$ cat src/design/rsrg_pkg.sv
// ----------------------------------------------------------------------------
// rsrg_pkg
// Shared types, widths and codes of the radial sine ripple grid.
// ----------------------------------------------------------------------------
package rsrg_pkg;

    // grid and field widths
    localparam int GRID_SIZE_DEF = 8;
    localparam int IDX_W         = 3;
    localparam int CFG_W         = 16;
    localparam int CFG_IDX_W     = 3;
    localparam int HEIGHT_W      = 17;

    // offset, square and root widths
    localparam int OFFS_W = IDX_W + CFG_W;       // 19
    localparam int SQ_W   = 2 * OFFS_W;          // 38
    localparam int RAD_W  = SQ_W + 2;            // headroom for root search
    localparam int ROOT_STEPS = (SQ_W + 2) / 2;  // one result bit per step
    localparam int STEP_CNT_W = 5;

    // sine approximation constants
    localparam logic [14:0] SIN_C0 = 15'd21167;
    localparam logic [11:0] SIN_C1 = 12'd2463;
    localparam logic [15:0] SIN_C2 = 16'd51472;
    localparam logic [14:0] SIN_MAX = 15'd32767;

    // register indexes
    localparam logic [CFG_IDX_W-1:0] REG_SPACING_X   = 3'd0;
    localparam logic [CFG_IDX_W-1:0] REG_SPACING_Z   = 3'd1;
    localparam logic [CFG_IDX_W-1:0] REG_WAVE_NUMBER = 3'd2;
    localparam logic [CFG_IDX_W-1:0] REG_PHASE_STEP  = 3'd3;
    localparam logic [CFG_IDX_W-1:0] REG_AMPLITUDE   = 3'd4;

    // register reset values
    localparam logic [CFG_W-1:0] RST_SPACING_X   = 16'd256;
    localparam logic [CFG_W-1:0] RST_SPACING_Z   = 16'd256;
    localparam logic [CFG_W-1:0] RST_WAVE_NUMBER = 16'd256;
    localparam logic [CFG_W-1:0] RST_PHASE_STEP  = 16'd1024;
    localparam logic [CFG_W-1:0] RST_AMPLITUDE   = 16'd256;

    // datapath operations
    typedef logic [3:0] dp_op_t;
    localparam dp_op_t OP_NONE  = 4'd0;
    localparam dp_op_t OP_OFFS  = 4'd1;
    localparam dp_op_t OP_SQR   = 4'd2;
    localparam dp_op_t OP_SUM   = 4'd3;
    localparam dp_op_t OP_ROOT  = 4'd4;
    localparam dp_op_t OP_PHASE = 4'd5;
    localparam dp_op_t OP_SIN1  = 4'd6;
    localparam dp_op_t OP_SIN2  = 4'd7;
    localparam dp_op_t OP_SIN3  = 4'd8;
    localparam dp_op_t OP_SIN4  = 4'd9;
    localparam dp_op_t OP_EMIT  = 4'd10;

    // controller to datapath
    typedef struct packed {
        dp_op_t           op;
        logic [IDX_W-1:0] col;
        logic [IDX_W-1:0] row;
        logic             last;
        logic             step_phase;
    } dp_cmd_t;

    // datapath to controller
    typedef struct packed {
        logic out_free;
    } dp_status_t;

endpackage

$ cat src/design/rsrg_ctrl.sv
// ----------------------------------------------------------------------------
// rsrg_ctrl
// Sequencer: walks the grid points and steps the datapath through each one.
// ----------------------------------------------------------------------------
module rsrg_ctrl
    import rsrg_pkg::*;
#(
    parameter int GRID_SIZE = GRID_SIZE_DEF
)
(
    input  logic       clk,
    input  logic       rst_n,
    input  logic       in_valid,
    output logic       in_stall,
    input  logic       advance,
    input  dp_status_t status,
    output dp_cmd_t    cmd
);

    localparam logic [IDX_W-1:0] IDX_LAST = IDX_W'(GRID_SIZE - 1);
    localparam logic [STEP_CNT_W-1:0] STEP_LAST = STEP_CNT_W'(ROOT_STEPS - 1);

    localparam logic [3:0] S_IDLE  = 4'd0;
    localparam logic [3:0] S_OFFS  = 4'd1;
    localparam logic [3:0] S_SQR   = 4'd2;
    localparam logic [3:0] S_SUM   = 4'd3;
    localparam logic [3:0] S_ROOT  = 4'd4;
    localparam logic [3:0] S_PHASE = 4'd5;
    localparam logic [3:0] S_SIN1  = 4'd6;
    localparam logic [3:0] S_SIN2  = 4'd7;
    localparam logic [3:0] S_SIN3  = 4'd8;
    localparam logic [3:0] S_SIN4  = 4'd9;
    localparam logic [3:0] S_EMIT  = 4'd10;

    logic [3:0]            state_reg, state_next;
    logic [IDX_W-1:0]      col_reg, col_next;
    logic [IDX_W-1:0]      row_reg, row_next;
    logic [STEP_CNT_W-1:0] step_reg, step_next;
    logic                  adv_reg, adv_next;
    logic                  point_last;

    assign point_last = (col_reg == IDX_LAST) && (row_reg == IDX_LAST);
    assign in_stall   = (state_reg != S_IDLE);

    // command to the datapath
    always_comb
    begin
        cmd.col        = col_reg;
        cmd.row        = row_reg;
        cmd.last       = point_last;
        cmd.step_phase = point_last && adv_reg;
        unique case (state_reg)
            S_OFFS:  cmd.op = OP_OFFS;
            S_SQR:   cmd.op = OP_SQR;
            S_SUM:   cmd.op = OP_SUM;
            S_ROOT:  cmd.op = OP_ROOT;
            S_PHASE: cmd.op = OP_PHASE;
            S_SIN1:  cmd.op = OP_SIN1;
            S_SIN2:  cmd.op = OP_SIN2;
            S_SIN3:  cmd.op = OP_SIN3;
            S_SIN4:  cmd.op = OP_SIN4;
            S_EMIT:  cmd.op = status.out_free ? OP_EMIT : OP_NONE;
            default: cmd.op = OP_NONE;
        endcase
    end

    // state and point counters
    always_comb
    begin
        state_next = state_reg;
        col_next   = col_reg;
        row_next   = row_reg;
        step_next  = step_reg;
        adv_next   = adv_reg;
        unique case (state_reg)
            S_IDLE:
            begin
                if (in_valid)
                begin
                    adv_next   = advance;
                    col_next   = '0;
                    row_next   = '0;
                    state_next = S_OFFS;
                end
            end
            S_OFFS:  state_next = S_SQR;
            S_SQR:   state_next = S_SUM;
            S_SUM:
            begin
                step_next  = '0;
                state_next = S_ROOT;
            end
            S_ROOT:
            begin
                step_next = step_reg + 1'b1;
                if (step_reg == STEP_LAST)
                begin
                    state_next = S_PHASE;
                end
            end
            S_PHASE: state_next = S_SIN1;
            S_SIN1:  state_next = S_SIN2;
            S_SIN2:  state_next = S_SIN3;
            S_SIN3:  state_next = S_SIN4;
            S_SIN4:  state_next = S_EMIT;
            S_EMIT:
            begin
                if (status.out_free)
                begin
                    if (point_last)
                    begin
                        state_next = S_IDLE;
                    end
                    else
                    begin
                        state_next = S_OFFS;
                        if (row_reg == IDX_LAST)
                        begin
                            row_next = '0;
                            col_next = col_reg + 1'b1;
                        end
                        else
                        begin
                            row_next = row_reg + 1'b1;
                        end
                    end
                end
            end
            default: state_next = S_IDLE;
        endcase
    end

    always_ff @(posedge clk or negedge rst_n)
    begin
        if (!rst_n)
        begin
            state_reg <= S_IDLE;
            col_reg   <= '0;
            row_reg   <= '0;
            step_reg  <= '0;
            adv_reg   <= 1'b0;
        end
        else
        begin
            state_reg <= state_next;
            col_reg   <= col_next;
            row_reg   <= row_next;
            step_reg  <= step_next;
            adv_reg   <= adv_next;
        end
    end

endmodule

$ cat src/design/rsrg_dp.sv
// ----------------------------------------------------------------------------
// rsrg_dp
// Datapath: settings, time phase, radius root, phase, sine and output beat.
// ----------------------------------------------------------------------------
module rsrg_dp
    import rsrg_pkg::*;
(
    input  logic                       clk,
    input  logic                       rst_n,
    input  logic                       wr_en,
    input  logic [CFG_IDX_W-1:0]       wr_index,
    input  logic [CFG_W-1:0]           wr_data,
    input  dp_cmd_t                    cmd,
    output dp_status_t                 status,
    output logic                       out_valid,
    input  logic                       out_stall,
    output logic signed [HEIGHT_W-1:0] height,
    output logic [IDX_W-1:0]           col,
    output logic [IDX_W-1:0]           row,
    output logic                       last
);

    // settings and frame state
    logic [CFG_W-1:0] spacing_x_reg, spacing_z_reg, wave_number_reg;
    logic [CFG_W-1:0] phase_step_reg, amplitude_reg, time_phase_reg;

    // working registers
    logic [OFFS_W-1:0] dx_reg, dz_reg;
    logic [SQ_W-1:0]   sqx_reg, sqz_reg;
    logic [RAD_W-1:0]  rem_reg, res_reg, bit_reg;
    logic [15:0]       ph_reg;
    logic [15:0]       t_reg, u_reg, w_reg;
    logic [14:0]       v_reg, s_reg;
    logic              neg_reg;

    // output register
    logic                       out_valid_reg;
    logic signed [HEIGHT_W-1:0] height_reg;
    logic [IDX_W-1:0]           col_reg, row_reg;
    logic                       last_reg;

    // combinational helpers
    logic [RAD_W-1:0] trial;
    logic [31:0]      ph_prod;
    logic [1:0]       quad;
    logic [7:0]       q_pos;
    logic [8:0]       r_pos;
    logic [15:0]      t_val;
    logic [31:0]      tt_prod;
    logic [27:0]      u_c1_prod;
    logic [30:0]      uv_prod;
    logic [31:0]      tw_prod;
    logic [16:0]      s_raw;
    logic [30:0]      amp_prod;
    logic [15:0]      mag_down, mag_up;

    assign status.out_free = !out_valid_reg || !out_stall;

    assign trial     = res_reg + bit_reg;
    assign ph_prod   = res_reg[15:0] * wave_number_reg;
    assign quad      = ph_reg[15:14];
    assign q_pos     = ph_reg[13:6];
    assign r_pos     = quad[0] ? (9'd256 - {1'b0, q_pos}) : {1'b0, q_pos};
    assign t_val     = {r_pos, 7'b0};
    assign tt_prod   = t_val * t_val;
    assign u_c1_prod = u_reg * SIN_C1;
    assign uv_prod   = u_reg * v_reg;
    assign tw_prod   = t_reg * w_reg;
    assign s_raw     = tw_prod[31:15];
    assign amp_prod  = amplitude_reg * s_reg;
    assign mag_down  = amp_prod[30:15];
    assign mag_up    = 16'((amp_prod + 31'd32767) >> 15);

    // configuration writes and time phase
    always_ff @(posedge clk or negedge rst_n)
    begin
        if (!rst_n)
        begin
            spacing_x_reg   <= RST_SPACING_X;
            spacing_z_reg   <= RST_SPACING_Z;
            wave_number_reg <= RST_WAVE_NUMBER;
            phase_step_reg  <= RST_PHASE_STEP;
            amplitude_reg   <= RST_AMPLITUDE;
            time_phase_reg  <= '0;
        end
        else
        begin
            if (wr_en)
            begin
                unique case (wr_index)
                    REG_SPACING_X:   spacing_x_reg   <= wr_data;
                    REG_SPACING_Z:   spacing_z_reg   <= wr_data;
                    REG_WAVE_NUMBER: wave_number_reg <= wr_data;
                    REG_PHASE_STEP:  phase_step_reg  <= wr_data;
                    REG_AMPLITUDE:   amplitude_reg   <= wr_data;
                    default:         ;
                endcase
            end
            if (cmd.op == OP_EMIT && cmd.step_phase)
            begin
                time_phase_reg <= time_phase_reg + phase_step_reg;
            end
        end
    end

    // per-point arithmetic, one operation per command
    always_ff @(posedge clk)
    begin
        case (cmd.op)
            OP_OFFS:
            begin
                dx_reg <= cmd.col * spacing_x_reg;
                dz_reg <= cmd.row * spacing_z_reg;
            end
            OP_SQR:
            begin
                sqx_reg <= dx_reg * dx_reg;
                sqz_reg <= dz_reg * dz_reg;
            end
            OP_SUM:
            begin
                rem_reg <= RAD_W'(sqx_reg) + RAD_W'(sqz_reg);
                res_reg <= '0;
                bit_reg <= RAD_W'(1) << (2 * (ROOT_STEPS - 1));
            end
            OP_ROOT:
            begin
                // one result bit per step
                if (rem_reg >= trial)
                begin
                    rem_reg <= rem_reg - trial;
                    res_reg <= (res_reg >> 1) + bit_reg;
                end
                else
                begin
                    res_reg <= res_reg >> 1;
                end
                bit_reg <= bit_reg >> 2;
            end
            OP_PHASE:
            begin
                ph_reg <= ph_prod[15:0] - time_phase_reg;
            end
            OP_SIN1:
            begin
                t_reg   <= t_val;
                u_reg   <= tt_prod[30:15];
                neg_reg <= quad[1];
            end
            OP_SIN2:
            begin
                v_reg <= SIN_C0 - 15'(u_c1_prod[27:15]);
            end
            OP_SIN3:
            begin
                w_reg <= SIN_C2 - uv_prod[30:15];
            end
            OP_SIN4:
            begin
                s_reg <= (s_raw > 17'(SIN_MAX)) ? SIN_MAX : s_raw[14:0];
            end
            default: ;
        endcase
    end

    // output beat register
    always_ff @(posedge clk or negedge rst_n)
    begin
        if (!rst_n)
        begin
            out_valid_reg <= 1'b0;
        end
        else if (cmd.op == OP_EMIT)
        begin
            out_valid_reg <= 1'b1;
        end
        else if (!out_stall)
        begin
            out_valid_reg <= 1'b0;
        end
    end

    always_ff @(posedge clk)
    begin
        if (cmd.op == OP_EMIT)
        begin
            height_reg <= neg_reg ? -$signed({1'b0, mag_up})
                                  : $signed({1'b0, mag_down});
            col_reg    <= cmd.col;
            row_reg    <= cmd.row;
            last_reg   <= cmd.last;
        end
    end

    assign out_valid = out_valid_reg;
    assign height    = height_reg;
    assign col       = col_reg;
    assign row       = row_reg;
    assign last      = last_reg;

endmodule

$ cat src/design/radial_sine_ripple_grid.sv
// ----------------------------------------------------------------------------
// radial_sine_ripple_grid
// Emits a radial sine ripple height for every point of a square grid.
// ----------------------------------------------------------------------------
// Usage:
//   Input channel (in_valid/in_stall, advance): one beat is one frame tick.
//   Output channel (out_valid/out_stall, height/col/row/last): GRID_SIZE^2
//   beats per frame, column outer, row inner; last marks the final point.
//   Settings are written through wr_en/wr_index/wr_data while idle; indexes
//   beyond the register list are ignored.
// Timing:
//   Each point steps through offsets, squares, sum, 20 steps of the
//   bit-serial square root (one result bit per cycle), phase, four sine
//   steps and the output load. The root loop sets the rate.
//   The next frame tick is taken once the last point is in the output
//   register. in_stall is high while a frame is being worked.
// Reset:
//   rst_n clears the sequencer, the output valid and the time phase, and
//   loads the settings with their defaults.
// Stall:
//   A stalled output beat holds; the sequencer waits at the next point's
//   output load until the register frees.
// ----------------------------------------------------------------------------
module radial_sine_ripple_grid
    import rsrg_pkg::*;
#(
    parameter int GRID_SIZE = GRID_SIZE_DEF
)
(
    input  logic                       clk,
    input  logic                       rst_n,
    input  logic                       wr_en,
    input  logic [CFG_IDX_W-1:0]       wr_index,
    input  logic [CFG_W-1:0]           wr_data,
    input  logic                       in_valid,
    output logic                       in_stall,
    input  logic                       advance,
    output logic                       out_valid,
    input  logic                       out_stall,
    output logic signed [HEIGHT_W-1:0] height,
    output logic [IDX_W-1:0]           col,
    output logic [IDX_W-1:0]           row,
    output logic                       last
);

    dp_cmd_t    cmd;
    dp_status_t status;

    // sequencer
    rsrg_ctrl #(
        .GRID_SIZE (GRID_SIZE)
    ) u_ctrl (
        .clk      (clk),
        .rst_n    (rst_n),
        .in_valid (in_valid),
        .in_stall (in_stall),
        .advance  (advance),
        .status   (status),
        .cmd      (cmd)
    );

    // arithmetic and output register
    rsrg_dp u_dp (
        .clk       (clk),
        .rst_n     (rst_n),
        .wr_en     (wr_en),
        .wr_index  (wr_index),
        .wr_data   (wr_data),
        .cmd       (cmd),
        .status    (status),
        .out_valid (out_valid),
        .out_stall (out_stall),
        .height    (height),
        .col       (col),
        .row       (row),
        .last      (last)
    );

endmodule

$ cat config.mk
export PLATFORM = sky130hd
export DESIGN_NAME = radial_sine_ripple_grid
export DESIGN_NICKNAME = d
export VERILOG_FILES = /design/src/design/rsrg_pkg.sv /design/src/design/rsrg_ctrl.sv /design/src/design/rsrg_dp.sv /design/src/design/radial_sine_ripple_grid.sv
export SDC_FILE = /design/constraint.sdc
export NUM_CORES = 2
export LEC_CHECK = 0
export ABC_CLOCK_PERIOD_IN_PS = 8200
export BUFFER_PORTS_ARGS = -buffer_cell sky130_fd_sc_hd__buf_2
export CAP_MARGIN = 20
export CORE_AREA = 8 8 360 362
export CTS_BUF_LIST = sky130_fd_sc_hd__clkbuf_16
export CTS_CLUSTER_DIAMETER = 150
export CTS_CLUSTER_SIZE = 24
export DETAILED_ROUTE_END_ITERATION = 8
export DIE_AREA = 0 0 368 370
export PLACE_DENSITY = 0.72
export SLEW_MARGIN = 40
export SYNTH_ARGS = -nofsm -noshare
export SYNTH_HDL_FRONTEND = slang
export SYNTH_HIERARCHICAL = 1
export SYNTH_SLANG_ARGS = --single-unit
$ cat constraint.sdc
create_clock -name clk -period 8.2 [get_ports clk]
set_clock_uncertainty 0.15 [all_clocks]
set_input_delay 1.64 -clock clk [delete_from_list [all_inputs] [get_ports clk]]
set_output_delay 1.64 -clock clk [all_outputs]
set_load 0.02 [all_outputs]
=== Word-level counts from Yosys, hierarchy flattened ===
Cells that the tools add are included.

* Logic and storage cells: 139
* Flip-flop bits (word level): 459
* Output and inout bits: 26

* Multiply operators: 10
* Equality and inequality tests: 34
* Add/sub/neg operators: 14
* Mux-type cells: 26
* $lt $le $gt $ge: 2
* Reduce and logical (&&, ||, !) cells: 22

{| class="wikitable"
|+ Operator list
! cell !! number
|-
| $pmux W40 S2 || 3
|-
| $mux W40 || 2
|-
| $mul A19 B19 Y38 || 2
|-
| $mul A16 B15 Y31 || 2
|-
| $pmux W4 S11 || 1
|-
| $add A39 B40 Y40 || 1
|-
| $add A40 B40 Y40 || 1
|-
| $ge A40 B40 Y1 || 1
|-
| $pmux W4 S10 || 1
|-
| $sub A40 B40 Y40 || 1
|-
| $add A38 B38 Y39 || 1
|-
| $mul A3 B16 Y19 || 2
|-
| $eq A4 B3 Y1 const B || 8
|-
| $add A31 B15 Y31 const B || 1
|-
| $mul A16 B12 Y28 const B || 1
|-
| $mul A9 B16 Y25 || 1
|-
| $eq A4 B4 Y1 const B || 6
|-
| $mux W3 || 7
|-
| $gt A17 B15 Y1 const B || 1
|-
| $mul A9 B9 Y17 || 1
|-
| $neg A16 Y17 || 1
|-
| $add A16 B16 Y16 || 1
|-
| $eq A4 B2 Y1 const B || 4
|-
| $mul A16 B16 Y16 || 1
|-
| other kinds (30) || 57
|}

=== Logic depth before layout (Yosys ltp) ===
* Depth in word-level cells: 7
* Mapped depth: 29
* Gate-level depth less buffers: 29

=== By module ===
The synthesis kept the hierarchy.

{| class="wikitable"
|+ By module, submodules not included
! module !! area an instance (um^2) !! times used !! sequential area each (um^2) !! cells each
|-
| rsrg_dp || 72594.6 || 1 || 11952.7 || 7601
|-
| rsrg_ctrl || 977.2 || 1 || 400.4 || 93
|}

=== Worst setup path after synthesis ===
OpenSTA, ideal clock, no wires.

* Kind: input to register
* Start: input out_stall
* End: register u_dp.sqx_reg[0], enable pin
* Stages: 5
* Setup time: 0.597 ns
* Path slack: -0.052 ns
* Required time: 7.453 ns
* Arrival: 7.505 ns
* Path through: nand2_1 > nand2_1 > a21boi_0 > nand2b_1 > nor3_1

{| class="wikitable"
|+ RTL lines
! item !! RTL line !! source
|-
| from (decl) || radial_sine_ripple_grid.sv:39 || <nowiki>input logic out_stall,</nowiki>
|-
| to (signal assigned) || rsrg_dp.sv:117 || <nowiki>sqx_reg <= dx_reg * dx_reg;</nowiki>
|-
| to (decl) || rsrg_dp.sv:29 || <nowiki>logic [SQ_W-1:0] sqx_reg, sqz_reg;</nowiki>
|}

=== Final worst setup path ===
* Start: register u_dp.v_reg[9]
* End: register u_dp.w_reg[15] (data pin)

* Longest elaborated chain between the ends: 2

{| class="wikitable"
|+ RTL lines
! item !! RTL line !! source
|-
| from (decl) || rsrg_dp.sv:33 || <nowiki>logic [14:0] v_reg, s_reg;</nowiki>
|-
| from (signal assigned) || rsrg_dp.sv:152 || <nowiki>v_reg <= SIN_C0 - 15'(u_c1_prod[27:15]);</nowiki>
|-
| $mul A16 B15 Y31 || rsrg_dp.sv:67 || <nowiki>assign uv_prod = u_reg * v_reg;</nowiki>
|-
| $sub A16 B16 Y16 || rsrg_dp.sv:156 || <nowiki>w_reg <= SIN_C2 - uv_prod[30:15];</nowiki>
|-
| to (signal assigned) || rsrg_dp.sv:156 ||
|-
| to (decl) || rsrg_dp.sv:32 || <nowiki>logic [15:0] t_reg, u_reg, w_reg;</nowiki>
|}

No other way between the ends.
A chain may end at the register's enable or synchronous reset.

==> results.yml <==
global_route:
  grt_pass1_wl_um: 277000
  antenna_found_initial: 3
  grt_use_total_pct: 24.6
  grt_pass1_vias: 54810
  grt_max_degree: 83
  grt_remaining_overflow: 0
sta:
  setup_tns_ns: 0
  rsz0062_at_grt: "no"
  worst_slew_pin_slew_ns: 0.888
  max_freq_ghz: 0.128
  slew_violations: 0
  setup_viol: 0
  finalHoldViolCount: 0
  slew_headroom_pct: 40.8
  fin_ws_ns: 0.372
  period_needed_ns: 7.83
  fin_crit_sh_pct: 95.5
pwr:
  peakVddDrop_v: 0.00146
  leakage_nw: 37.8
  power.density_mw_per_mm2: 418
finish:
  mostFrequentLayoutCell: "inv_1"
  drive_gt1_share_pct: 5.00
  stdcell_area_mm2: 0.0768
  n_fill_cell: 10440
  layout_common_cells: "inv_1, fa_1, nand2_1"
  area_delta_synth_final_pct: 4.41
  multi_input_comb_area_mm2: 0.0546
  seq_area_mm2: 0.0124
  fin_nets: 9703
worst_setup_path:
  required_ns: 8.42
  path_buf_inv: 2
  r2r_slack_ns: 0.37
  path_class: "reg2reg"
  crit_path_frequent_cell: "fa_1"
  arrival_ns: 8.05
  cp_slowest_cell: "edfxtp_1"
  startpoint_type: "flip-flop"
  path_max_fanout: 15
  end_kind: "flip-flop"
  cp_slowest_stage_delay_ns: 0.64
  worstPathCellList: "and2_1 > fa_1 > inv_1 > fa_1 > fa_1 > fa_1 > inv_1 > fa_1 > fa_1 > ha_1 > or2_2 > o311a_1 > a2111oi_0 > o21a_1 > o31ai_2 > a21oi_1 > mux2i_1 > a211oi_1 > a311o_1 > or3_1 > nand4b_1 > xnor2_1"
  critPathTopFamily: "adder cells"
route:
  ant_nets: 0
  post_drt_wl_per_cell_um: 17.8
  drt_iter0_drc: 3375
  wl_um: 166000
  drcViolationCount: 0
  first_pass_iters: 6
  vias_per_cell: 5.53
  vias: 51749
floorplanning:
  io_pins: 51
  fp.dieH_um: 370
  core_mm2: 0.124
  initial_core_util_pct: 59.2
  fp.dieArea_mm2: 0.136
  rows: 130
  fp.dieW_um: 368
yosys:
  synth_area_mm2: 0.0736
  netlist_instances: 7694
  seq_area_frac_synth_pct: 16.8
  synth_top_cell_by_area: "fa_1"
  ys_types: 115
  synth-edff-count: 317
  synth_warnings: 6
  yosys-top-cells-area: "fa_1, ha_1, edfxtp_1, inv_1, and2_1"
  syn_area_per_cell_um2: 9.56
  synth_async_sr_flop_share_pct: 26.3
  synth_top_area_share_pct: 32.2
  synth_ff_type: "edfxtp_1"
  ys_ff_latch: 430
placement:
  port_buffers: 50
  dpl_cell_area_mm2: 0.0759
  gp_routability_congestion: 0.879
  post-dp-hpwl_um: 137000
  pre_cts_ws_ns: 0.326
cts:
  clk_pin_slew_ns: 0.10
  numCtsBuffers: 22
  clock_latency_ns: 0.62
  cts_max_level: 1
  root_buffer: "clkbuf_16"
  cts.sinks: 430
  cts_tree: "done"
  cts_buffer_depth: 3
job:
  maxCapViolations: 0
worst_hold_path:
  worstHoldPathType: "reg2reg"
run_status:
  status: "finished, final reports clean"
## worst reg2reg max path: cells and delay by family, from the launching register on
family          cells  cell delay (ns)
flops               1             0.64
buf+inv             2             0.11
fa+ha+maj           7             3.34
simple gates        4             1.08
compound gates      7             1.91
mux                 1             0.30
xor+xnor            1             0.08
## metal layers
layer / global-route usage [%] / wire [um] / up-vias / share of wire, %
li1: - / - / 24179 / -
met1: 31.6 / 68100 / 25948 / 41
met2: 44.6 / 85000 / 1342 / 51
met3: 2.41 / 7930 / 280 / 4.8
met4: 6.55 / 5140 / 0 / 3.1
met5: 0 / 0 / - / 0
## final cells by class
class | count | area share (%)
clock inverters | 17 | 0.108
clock buffers | 23 | 0.749
inverters | 1576 | 7.70
multi-input cells | 5490 | 71.1
repair buffers | 163 | 1.51
flip-flops and latches | 430 | 16.1
well taps | 1650 | 2.69
diodes | 6 | 0.0195
## report_power, final
part	switching (mW)	internal [mW]	total (mW)
logic	15.2	11.4	26.6
registers	0.494	3.75	4.25
clock network	0.774	0.520	1.29
total	16.4	15.7	32.1
## cell usage after synthesis (45+ instances only)
cell type / instances
nand2b_1: 50
mux2_2: 88
o21ai_0: 163
xor2_1: 154
nor2b_1: 47
nand3_1: 62
clkbuf_1: 198
and2_1: 552
dfrtp_1: 108
a21oi_1: 234
inv_1: 1576
nor2_1: 312
ha_1: 813
nand2_1: 869
xnor2_1: 221
edfxtp_1: 317
o21a_1: 50
a21o_1: 107
fa_1: 1182
nor3_1: 71
a31oi_1: 45
## final timing paths
check,start,endpoint,cells after the start
worst max-delay path,u_dp/v_reg[9],u_dp/w_reg[15],22
worst min-delay path,u_ctrl/step_reg[4],u_ctrl/step_reg[4],1
worst max register to register,u_dp/v_reg[9],u_dp/w_reg[15],22
worst min register to register,u_ctrl/step_reg[4],u_ctrl/step_reg[4],1
max in group asynchronous,rst_n,u_dp/spacing_x_reg[9],2
min in group asynchronous,rst_n,u_dp/amplitude_reg[14],1
## cells by family after synthesis
kind of cell             count (synthesis)  share of synthesized area [%]
AO/OA/AOI/OAI                          881                           7.96
XOR/XNOR                               377                           4.51
adder cells (fa/ha/maj)               1995                           46.0
buffers and inverters                 1789                           9.18
flip-flops                             430                           16.8
multiplexers                           104                           1.58
other                                    2                         0.0102
AND/OR/NAND/NOR                       2116                           14.0
## what timing repair did
item / 4_1_cts / 5_1_grt
gates resized for setup: 0 / 1
setup buffers: 0 / 23
setup endpoints to repair: 0 / 8
hold buffers: 0 / 0
hold endpoints to repair: 0 / 0
## stage by stage
step           cells  utilization (%)  hold WS [ns]  power, mW
2_1_floorplan   7709                -         0.250       25.1
3_3_place_gp    9278             61.0         0.325       30.0
3_5_place_dp    9284             61.1         0.337       30.7
4_1_cts         9324             61.6         0.350       32.2
5_1_grt         9349             61.8         0.366       35.5
6_report        9355             61.8         0.354       32.1
Power figures use the tool's default switching activity.
